`src/rlc_pkg.sv`:
```
`default_nettype none
// ----------------------------------------------------------------------------
// rlc_pkg: shared types and constants of the nibble run-length codec
// Result status codes, the job record passed from front to back, and
// default sizing of the job queue.
// ----------------------------------------------------------------------------
package rlc_pkg;

    // Result status codes.
    typedef enum logic [1:0] {
        ST_DATA   = 2'd0,
        ST_BADSYM = 2'd1,
        ST_NOTERM = 2'd2,
        ST_DONE   = 2'd3
    } t_status;

    // Input action codes.
    localparam logic ACT_DATA = 1'b0;
    localparam logic ACT_EOS  = 1'b1;

    // Mode register codes.
    localparam logic MODE_COMPRESS   = 1'b0;
    localparam logic MODE_DECOMPRESS = 1'b1;

    localparam logic [3:0] NIB_MAX   = 4'hF;
    localparam logic [3:0] NIB_ZERO  = 4'h0;
    localparam logic [7:0] BYTE_ZERO = 8'h00;

    // One classified item: emit rep copies of data_byte with status,
    // then optionally a 0x00 terminator as a data result.
    typedef struct packed {
        logic [7:0] data_byte;
        logic [3:0] rep;
        t_status    status;
        logic       trailer;
    } t_job;

    localparam int QUEUE_DEPTH_DEF = 2;

endpackage : rlc_pkg
`default_nettype wire

```
`src/nibble_run_length_codec.sv`:
```
// An accepted item passes the job queue, job register and output register before its first result shows.
// Throughput: one item per cycle at the input while the job queue has room;
// the back end holds each job until its expansion counter has emitted one
// result per cycle into the output register, while that register is free.
// Reset (synchronous, active low) clears mode, stream state, queue and output valid flag.
`default_nettype none
// ----------------------------------------------------------------------------
// nibble_run_length_codec: run-length codec for 4-bit symbols
// Compresses symbols into value/count code bytes or expands code bytes back
// into symbols. The front classifies each item and updates the stream state,
// a short job queue decouples it from the back, which expands each job into
// results one per cycle while the output register has room.
// ----------------------------------------------------------------------------
module nibble_run_length_codec
    import rlc_pkg::*;
#(
    parameter int QUEUE_DEPTH = QUEUE_DEPTH_DEF
) (
    input  wire logic       i_clk,
    input  wire logic       i_rst_n,
    // Configuration: decompress_mode
    input  wire logic       i_cfg_we,
    input  wire logic       i_cfg_wdata,
    // Input side
    input  wire logic       push,
    output logic            full,
    input  wire logic       i_action,
    input  wire logic [7:0] i_in_byte,
    // Result side
    output logic            empty,
    input  wire logic       pop,
    output logic [7:0]      o_out_byte,
    output logic [1:0]      o_status,
    output logic            o_last_of_run
);

    t_job job_in;
    t_job job_out;
    logic job_push;
    logic q_full;
    logic q_empty;
    logic q_pop;

    // Front: transfer an item whenever the queue has room; items that cause
    // no result only update the stream state.
    rlc_front u_front (
        .i_clk       (i_clk),
        .i_rst_n     (i_rst_n),
        .i_cfg_we    (i_cfg_we),
        .i_cfg_wdata (i_cfg_wdata),
        .i_push      (push),
        .i_action    (i_action),
        .i_in_byte   (i_in_byte),
        .i_q_full    (q_full),
        .o_job       (job_in),
        .o_job_push  (job_push)
    );

    // Job queue: lets the front keep taking items while the back expands.
    rlc_queue #(
        .DEPTH (QUEUE_DEPTH)
    ) u_queue (
        .i_clk   (i_clk),
        .i_rst_n (i_rst_n),
        .i_push  (job_push),
        .i_data  (job_in),
        .o_full  (q_full),
        .i_pop   (q_pop),
        .o_data  (job_out),
        .o_empty (q_empty)
    );

    // Back: expand each job, one result per cycle while the output register is free, into it.
    rlc_back u_back (
        .i_clk         (i_clk),
        .i_rst_n       (i_rst_n),
        .i_q_empty     (q_empty),
        .i_job         (job_out),
        .o_q_pop       (q_pop),
        .i_pop         (pop),
        .o_empty       (empty),
        .o_out_byte    (o_out_byte),
        .o_status      (o_status),
        .o_last_of_run (o_last_of_run)
    );

    // Hold input while the queue is full.
    assign full = q_full;

`ifndef SYNTH
    // Queue flags never both set.
    a_queue_flags : assert property (@(posedge i_clk) disable iff (!i_rst_n)
        !(q_full && q_empty))
        else $error("job queue reports full and empty at once");

    // Error and end-of-stream results carry a zero byte.
    a_status_byte : assert property (@(posedge i_clk) disable iff (!i_rst_n)
        (!empty && o_status != ST_DATA) |-> (o_out_byte == BYTE_ZERO))
        else $error("non-data result with nonzero byte");

    // Error and end-of-stream results are always the last of their item.
    a_status_last : assert property (@(posedge i_clk) disable iff (!i_rst_n)
        (!empty && o_status != ST_DATA) |-> o_last_of_run)
        else $error("non-data result not marked last");

    // A job is never taken from an empty queue.
    a_pop_nonempty : assert property (@(posedge i_clk) disable iff (!i_rst_n)
        q_pop |-> !q_empty)
        else $error("back end popped an empty job queue");
`endif

endmodule : nibble_run_length_codec
`default_nettype wire

```
`src/rlc_front.sv`:
```
`default_nettype none
// ----------------------------------------------------------------------------
// rlc_front: item intake and classification
// Holds the mode register and the stream state, and turns each accepted
// item into at most one job for the back end.
// ----------------------------------------------------------------------------
module rlc_front
    import rlc_pkg::*;
(
    input  wire logic       i_clk,
    input  wire logic       i_rst_n,
    input  wire logic       i_cfg_we,
    input  wire logic       i_cfg_wdata,
    input  wire logic       i_push,
    input  wire logic       i_action,
    input  wire logic [7:0] i_in_byte,
    input  wire logic       i_q_full,
    output t_job            o_job,
    output logic            o_job_push
);

    logic       r_mode;
    logic [3:0] r_run_value;
    logic [3:0] r_run_count;
    logic       r_halted;
    logic       r_done;

    logic [3:0] n_run_value;
    logic [3:0] n_run_count;
    logic       n_halted;
    logic       n_done;

    logic       accept;
    logic       gen;
    logic [3:0] b_lo;
    logic [3:0] b_hi;

    assign accept = i_push && !i_q_full;
    assign b_lo   = i_in_byte[3:0];
    assign b_hi   = i_in_byte[7:4];

    always_comb begin
        n_run_value     = r_run_value;
        n_run_count     = r_run_count;
        n_halted        = r_halted;
        n_done          = r_done;
        gen             = 1'b0;
        o_job.data_byte = BYTE_ZERO;
        o_job.rep       = 4'd1;
        o_job.status    = ST_DATA;
        o_job.trailer   = 1'b0;

        if (i_action == ACT_EOS) begin
            // End of stream: report unless halted (or, expanding, done), then clear the stream state.
            if (r_mode == MODE_COMPRESS) begin
                if (!r_halted) begin
                    gen = 1'b1;
                    if (r_run_count != NIB_ZERO) begin
                        o_job.data_byte = {r_run_value, r_run_count};
                        o_job.trailer   = 1'b1;
                    end
                end
            end else begin
                if (!r_halted && !r_done) begin
                    gen          = 1'b1;
                    o_job.status = ST_NOTERM;
                end
            end
            n_run_value = NIB_ZERO;
            n_run_count = NIB_ZERO;
            n_halted    = 1'b0;
            n_done      = 1'b0;
        end else if (r_mode == MODE_COMPRESS) begin
            if (!r_halted) begin
                if (b_hi != NIB_ZERO) begin
                    gen          = 1'b1;
                    o_job.status = ST_BADSYM;
                    n_halted     = 1'b1;
                end else if (b_lo == r_run_value) begin
                    if (r_run_count == NIB_MAX) begin
                        gen             = 1'b1;
                        o_job.data_byte = {r_run_value, NIB_MAX};
                        n_run_count     = 4'd1;
                    end else begin
                        n_run_count = r_run_count + 4'd1;
                    end
                end else begin
                    if (r_run_count != NIB_ZERO) begin
                        gen             = 1'b1;
                        o_job.data_byte = {r_run_value, r_run_count};
                    end
                    n_run_value = b_lo;
                    n_run_count = 4'd1;
                end
            end
        end else begin
            if (!r_halted && !r_done) begin
                if (i_in_byte == BYTE_ZERO) begin
                    gen          = 1'b1;
                    o_job.status = ST_DONE;
                    n_done       = 1'b1;
                end else if (b_lo != NIB_ZERO) begin
                    gen             = 1'b1;
                    o_job.data_byte = {NIB_ZERO, b_hi};
                    o_job.rep       = b_lo;
                end
            end
        end
    end

    assign o_job_push = accept && gen;

    always_ff @(posedge i_clk) begin
        if (!i_rst_n) begin
            r_mode      <= MODE_COMPRESS;
            r_run_value <= NIB_ZERO;
            r_run_count <= NIB_ZERO;
            r_halted    <= 1'b0;
            r_done      <= 1'b0;
        end else begin
            if (i_cfg_we) begin
                r_mode <= i_cfg_wdata;
            end
            if (accept) begin
                r_run_value <= n_run_value;
                r_run_count <= n_run_count;
                r_halted    <= n_halted;
                r_done      <= n_done;
            end
        end
    end

endmodule : rlc_front
`default_nettype wire

```
`src/rlc_queue.sv`:
```
`default_nettype none
// ----------------------------------------------------------------------------
// rlc_queue: job queue between front and back
// Small circular buffer of jobs with full and empty flags.
// ----------------------------------------------------------------------------
module rlc_queue
    import rlc_pkg::*;
#(
    parameter int DEPTH = QUEUE_DEPTH_DEF
) (
    input  wire logic i_clk,
    input  wire logic i_rst_n,
    input  wire logic i_push,
    input  t_job      i_data,
    output logic      o_full,
    input  wire logic i_pop,
    output t_job      o_data,
    output logic      o_empty
);

    localparam int PTR_W = (DEPTH > 1) ? $clog2(DEPTH) : 1;
    localparam int CNT_W = $clog2(DEPTH + 1);

    t_job             r_mem [DEPTH];
    logic [PTR_W-1:0] r_wr_ptr;
    logic [PTR_W-1:0] r_rd_ptr;
    logic [CNT_W-1:0] r_count;

    logic do_push;
    logic do_pop;

    assign o_full  = (r_count == CNT_W'(DEPTH));
    assign o_empty = (r_count == '0);
    assign do_push = i_push && !o_full;
    assign do_pop  = i_pop && !o_empty;
    assign o_data  = r_mem[r_rd_ptr];

    always_ff @(posedge i_clk) begin
        if (do_push) begin
            r_mem[r_wr_ptr] <= i_data;
        end
    end

    always_ff @(posedge i_clk) begin
        if (!i_rst_n) begin
            r_wr_ptr <= '0;
            r_rd_ptr <= '0;
            r_count  <= '0;
        end else begin
            if (do_push) begin
                r_wr_ptr <= (r_wr_ptr == PTR_W'(DEPTH - 1)) ? '0 : r_wr_ptr + 1'b1;
            end
            if (do_pop) begin
                r_rd_ptr <= (r_rd_ptr == PTR_W'(DEPTH - 1)) ? '0 : r_rd_ptr + 1'b1;
            end
            if (do_push && !do_pop) begin
                r_count <= r_count + 1'b1;
            end else if (do_pop && !do_push) begin
                r_count <= r_count - 1'b1;
            end
        end
    end

endmodule : rlc_queue
`default_nettype wire

```
`src/rlc_back.sv`:
```
`default_nettype none
// ----------------------------------------------------------------------------
// rlc_back: job expansion and result register
// Takes one job at a time and emits its results one per cycle into an
// output register that the consumer drains, stalling while it stays full.
// ----------------------------------------------------------------------------
module rlc_back
    import rlc_pkg::*;
(
    input  wire logic  i_clk,
    input  wire logic  i_rst_n,
    input  wire logic  i_q_empty,
    input  t_job       i_job,
    output logic       o_q_pop,
    input  wire logic  i_pop,
    output logic       o_empty,
    output logic [7:0] o_out_byte,
    output logic [1:0] o_status,
    output logic       o_last_of_run
);

    logic [7:0] r_byte;
    logic [3:0] r_rem;
    t_status    r_status;
    logic       r_trailer;

    logic       r_ovalid;
    logic [7:0] r_obyte;
    t_status    r_ostatus;
    logic       r_olast;

    logic busy;
    logic out_free;
    logic emit;

    assign busy     = (r_rem != NIB_ZERO) || r_trailer;
    assign out_free = !r_ovalid || i_pop;
    assign emit     = busy && out_free;
    assign o_q_pop  = !busy && !i_q_empty;

    always_ff @(posedge i_clk) begin
        if (!i_rst_n) begin
            r_rem     <= NIB_ZERO;
            r_trailer <= 1'b0;
            r_ovalid  <= 1'b0;
        end else begin
            if (o_q_pop) begin
                r_byte    <= i_job.data_byte;
                r_rem     <= i_job.rep;
                r_status  <= i_job.status;
                r_trailer <= i_job.trailer;
            end else if (emit) begin
                if (r_rem != NIB_ZERO) begin
                    r_rem <= r_rem - 4'd1;
                end else begin
                    r_trailer <= 1'b0;
                end
            end

            if (emit) begin
                r_ovalid <= 1'b1;
                if (r_rem != NIB_ZERO) begin
                    r_obyte   <= r_byte;
                    r_ostatus <= r_status;
                    r_olast   <= (r_rem == 4'd1) && !r_trailer;
                end else begin
                    r_obyte   <= BYTE_ZERO;
                    r_ostatus <= ST_DATA;
                    r_olast   <= 1'b1;
                end
            end else if (i_pop) begin
                r_ovalid <= 1'b0;
            end
        end
    end

    assign o_empty       = !r_ovalid;
    assign o_out_byte    = r_obyte;
    assign o_status      = r_ostatus;
    assign o_last_of_run = r_olast;

endmodule : rlc_back
`default_nettype wire

```
`config.mk`:
```
export PLATFORM = sky130hd
export DESIGN_NAME = nibble_run_length_codec
export DESIGN_NICKNAME = d
export VERILOG_FILES = /design/src/rlc_pkg.sv /design/src/nibble_run_length_codec.sv /design/src/rlc_front.sv /design/src/rlc_queue.sv /design/src/rlc_back.sv
export SDC_FILE = /design/constraint.sdc
export NUM_CORES = 1
export LEC_CHECK = 0
export BUFFER_PORTS_ARGS = -buffer_cell sky130_fd_sc_hd__buf_2
export CAP_MARGIN = 10
export CORE_MARGIN = 10
export CORE_UTILIZATION = 53
export DETAILED_ROUTE_END_ITERATION = 16
export GPL_ROUTABILITY_DRIVEN = 0
export PLACE_DENSITY = 0.85
export SYNTH_ARGS = -nofsm -noshare
export SYNTH_HDL_FRONTEND = slang
export SYNTH_SLANG_ARGS = --single-unit
```
`constraint.sdc`:
```
create_clock -name i_clk -period 2.37 [get_ports i_clk]
set_clock_uncertainty 0.1 [all_clocks]
set_input_delay 0.1185 -clock i_clk [delete_from_list [all_inputs] [get_ports i_clk]]
set_output_delay 0.1185 -clock i_clk [all_outputs]
set_load 0.005 [all_outputs]
```
==> results.yml <==
global_route:
  grt_pass1_vias: 2254
  grt_max_degree: 31
  grt_overflow_total: 0
  grt_pass1_wl_um: 10400
  antenna_found_initial: 0
  track_usage_pct: 12.8
timing:
  setup_viol: 0
  tightest_slew_ns: 0.724
  hold-worst-slack_ns: 0.0677
  slew-limit-headroom_pct: 51.7
  fin_crit_ns: 2.34
  period_share_pct: 98.8
  rsz0062_at_grt: "yes"
  max_freq_ghz: 0.427
  hold_viol_final: 0
  slew_viol_final: 0
hold_path:
  holdPathStages: 2
  hold_start: "i_in_byte[6]"
  hp-class: "in -> reg"
  whs_endpoint: "u_queue.r_mem[1][9]$_DFFE_PP_"
worst_setup_path:
  rr_endpoint: "u_queue.r_count[1]$_SDFFE_PN0P_"
  startpoint_type: "flip-flop"
  timing.critical_path.slowest_cell_delay_ns: 0.37
  reg2regPathDepth: 10
  crit_start: "u_front.r_run_count[0]$_SDFFE_PN0P_"
  path_buf_inv: 1
  reg2reg_from: "u_front.r_run_count[0]$_SDFFE_PN0P_"
  cp_top_family: "simple AND/OR/NAND/NOR gates"
  r2r_slack_ns: 0.03
  crit_arrival_ns: 2.52
  critPathMaxFanout: 4
  required_ns: 2.55
  crit_chain: "inv_2 > ha_1 > or3b_4 > nand2_1 > mux2i_2 > o31a_1 > ha_4 > xor2_1 > or3_1 > a21boi_1"
  crit_type: "reg -> reg"
  critPathSlowestCell: "or3b_4"
  end_kind: "flip-flop"
floorplanning:
  io_pins: 28
  start_util_pct: 55.7
  design.core.area_um2: 6030
  die_h_um: 99.6
  fp-row-count: 28
  die_area_um2: 9910
  die_w_um: 99.6
synthesis:
  yosysSeqAreaShare_pct: 58.8
  synthCells: 268
  async_reset_ff_share_pct: 0
  synth-adder-area-share_pct: 2.24
  syn-cell-area_um2: 3360
  synth-seq-cells: 73
  synth_top_family_by_area: "simple AND/OR/NAND/NOR gates"
  synth_edf_count: 51
  yosysWarnings: 0
  yosys.area_share.simple_pct: 18.3
  synth-compound-area-share_pct: 9.47
  synth_xor_area_share_pct: 2.09
  ys.flop_type: "edfxtp_1"
  synth_nets: 289
  yosysUniqueCellTypes: 53
  avgSynthCellArea_um2: 12.5
  synth.area.mux_share_pct: 6.97
clock_tree:
  cts_inserted_buffers: 9
  numClockSinks: 73
  path_clk_slew_ns: 0.08
  root_buffer: "clkbuf_8"
  htreeDepth: 3
  clockBufferDepth: 2
  cts_tree: "yes"
  clk_latency_ns: 0.35
power_and_ir_drop:
  leakagePower_nw: 1.45
  ir_drop_mv: 0.531
  p_total_mw: 3.87
  p_sw_share_pct: 29.8
  p_sw_mw: 1.15
  pwr-share-seq_pct: 47.8
  intPower_mw: 2.72
  comb_power_share_pct: 27.7
  pwr-share-clk_pct: 24.5
  power_per_cell_area_nw_per_um2: 977
routing:
  wl_met2_um: 3020
  met3_length_um: 353
  vias: 2232
  drtAntennaViolNets: 0
  drtIter0Drc: 117
  drcViolationCount: 0
  drt-pass1-iter-count: 6
  wl_met1_um: 2750
  vias_per_cell: 5.61
  dr.max_layer_used: "met4"
  routed_wl_um: 6230
  post_drt_wl_per_cell_um: 15.7
job:
  cap_violations: 0
status:
  status: "finished, final reports clean"
final_layout:
  n_antenna_cell: 0
  layout-drive-gt1-share_pct: 29.1
  syn_to_final_growth_pct: 18.1
  fin_cells: 398
  final_nets: 339
placement:
  dp.cells: 376
  hpwl_um: 4450
  portBuffers: 27
==> flip-flops by register name, summed over array words and instances, names as in the netlist, 2 cells and up, named ones only <==
| name | count |
|---|---|
| u_queue.r_mem | 30 |
| u_back.o_out_byte | 8 |
| u_back.r_byte | 8 |
| u_back.r_rem | 4 |
| u_front.r_run_count | 4 |
| u_front.r_run_value | 4 |
| u_back.o_status | 2 |
| u_back.r_status | 2 |
| u_queue.r_count | 2 |
==> routing by layer <==
layer | up-vias | GRT usage, %
met4 | 0 | 5.84
met1 | 1069 | 14.6
met5 | - | 0
li1 | 1090 | -
met3 | 10 | 4.43
met2 | 63 | 21.2
==> logic make-up (layout without fill, tap and decap cells) <==
kind of cell    Yosys count  after routing
compound gates           43             43
xor+xnor                  8              8
fa+ha+maj                 6              6
buf+inv                  17             72
flops                    73             73
mux                      22             22
simple gates             99             99
==> placed cells by master (no fill, tap or decap), types with 2 or more instances in the layout <==
master,n
nor2_1,10
o21ai_0,7
nor3_4,2
nand2_1,19
a21boi_0,2
a221o_1,2
a21oi_1,9
buf_2,27
and2_1,21
nand2b_1,2
dfxtp_1,20
buf_4,12
buf_12,2
inv_2,2
o31a_1,2
nand3_1,10
xor2_1,2
o21a_1,5
nor3_1,6
clkinv_2,3
dfxtp_2,2
or3b_4,2
nor2b_1,2
edfxtp_1,51
and2_2,2
inv_1,7
ha_1,5
nand4_4,2
or3_1,3
xnor2_1,5
and3_1,5
nor3b_1,4
o211ai_1,2
dlygate4sd3_1,6
o22ai_1,2
mux2_2,11
clkbuf_8,9
o21ai_2,2
mux2i_1,10
==> repair_timing <==
item                                    CTS  global route
pin swaps                                 1             2
endpoints found under the setup margin    1             1
hold buffers                              6             0
resized for setup                         1             8
setup buffers                             0             0
hold endpoints to repair                  5             0
==> synthesized netlist by cell type (all sizes together), types with 3 or more instances <==
library cell / instances / area, um^2
a21boi: 3 / 22.5
a21oi: 10 / 53.8
and2: 23 / 146
and3: 6 / 38.8
buf: 3 / 21.3
clkbuf: 5 / 18.8
dfxtp: 22 / 440
edfxtp: 51 / 1530
ha: 6 / 75.1
inv: 9 / 33.8
mux2: 11 / 124
mux2i: 11 / 110
nand2: 19 / 71.3
nand3: 10 / 50.1
nor2: 11 / 48.8
nor3: 8 / 62.6
nor3b: 5 / 42.5
o21a: 5 / 37.5
o21ai: 9 / 52.6
or3: 3 / 18.8
xnor2: 6 / 52.6
==> power by group through the flow <==
| stage | Sequential [mW] | Combinational [mW] | Clock, mW |
|---|---|---|---|
| finish | 1.85 | 1.07 | 0.948 |
| global route | 1.88 | 1.21 | 1.02 |
| CTS | 1.85 | 1.08 | 0.971 |
| detailed placement | 1.88 | 1.05 | 0 |
| global placement | 1.86 | 1.01 | 0 |
| floorplan | 1.83 | 0.743 | 0 |
==> metrics by stage <==
stage	utilization [%]	setup TNS, ns	instance area, um^2	worst slack, ns
floorplan	-	0	3360	0.0349
global placement	61.0	0	3670	0.0313
detailed placement	61.0	-0.0219	3670	-0.0219
CTS	65.4	0	3940	0.0136
global route	65.8	-0.0933	3960	-0.0933
finish	65.8	0	3960	0.0285
==> area by class of cell <==
cell class / count / area [um^2]
clock inverter: 7 / 70.1
clock buffer: 9 / 124
inverter: 9 / 33.8
fill: 450 / 2060
multi-input combinational: 178 / 1340
timing repair buffer: 47 / 325
sequential: 73 / 1970
tap: 75 / 93.8
==> worst max path at each step <==
stage	endpoint	slack, ns	cells past startpoint
6_report	u_queue.r_count[1]$_SDFFE_PN0P_	0.03	10
3_5_place_dp	u_queue.r_count[1]$_SDFFE_PN0P_	-0.02	9
3_3_place_gp	u_queue.r_count[1]$_SDFFE_PN0P_	0.03	9
4_1_cts	u_queue.r_count[1]$_SDFFE_PN0P_	0.01	10
2_1_floorplan	u_queue.r_count[1]$_SDFFE_PN0P_	0.03	9
5_1_grt	u_queue.r_count[1]$_SDFFE_PN0P_	-0.09	10
==> worst reg2reg max path, stage by stage, from the launching register on <==
cell,delay (ns)
dfxtp_2,0.35
inv_2,0.06
ha_1,0.13
or3b_4,0.37
nand2_1,0.09
mux2i_2,0.09
o31a_1,0.34
ha_4,0.18
xor2_1,0.14
or3_1,0.31
a21boi_1,0.12
No activity file was read; power rests on OpenSTA's default activity.
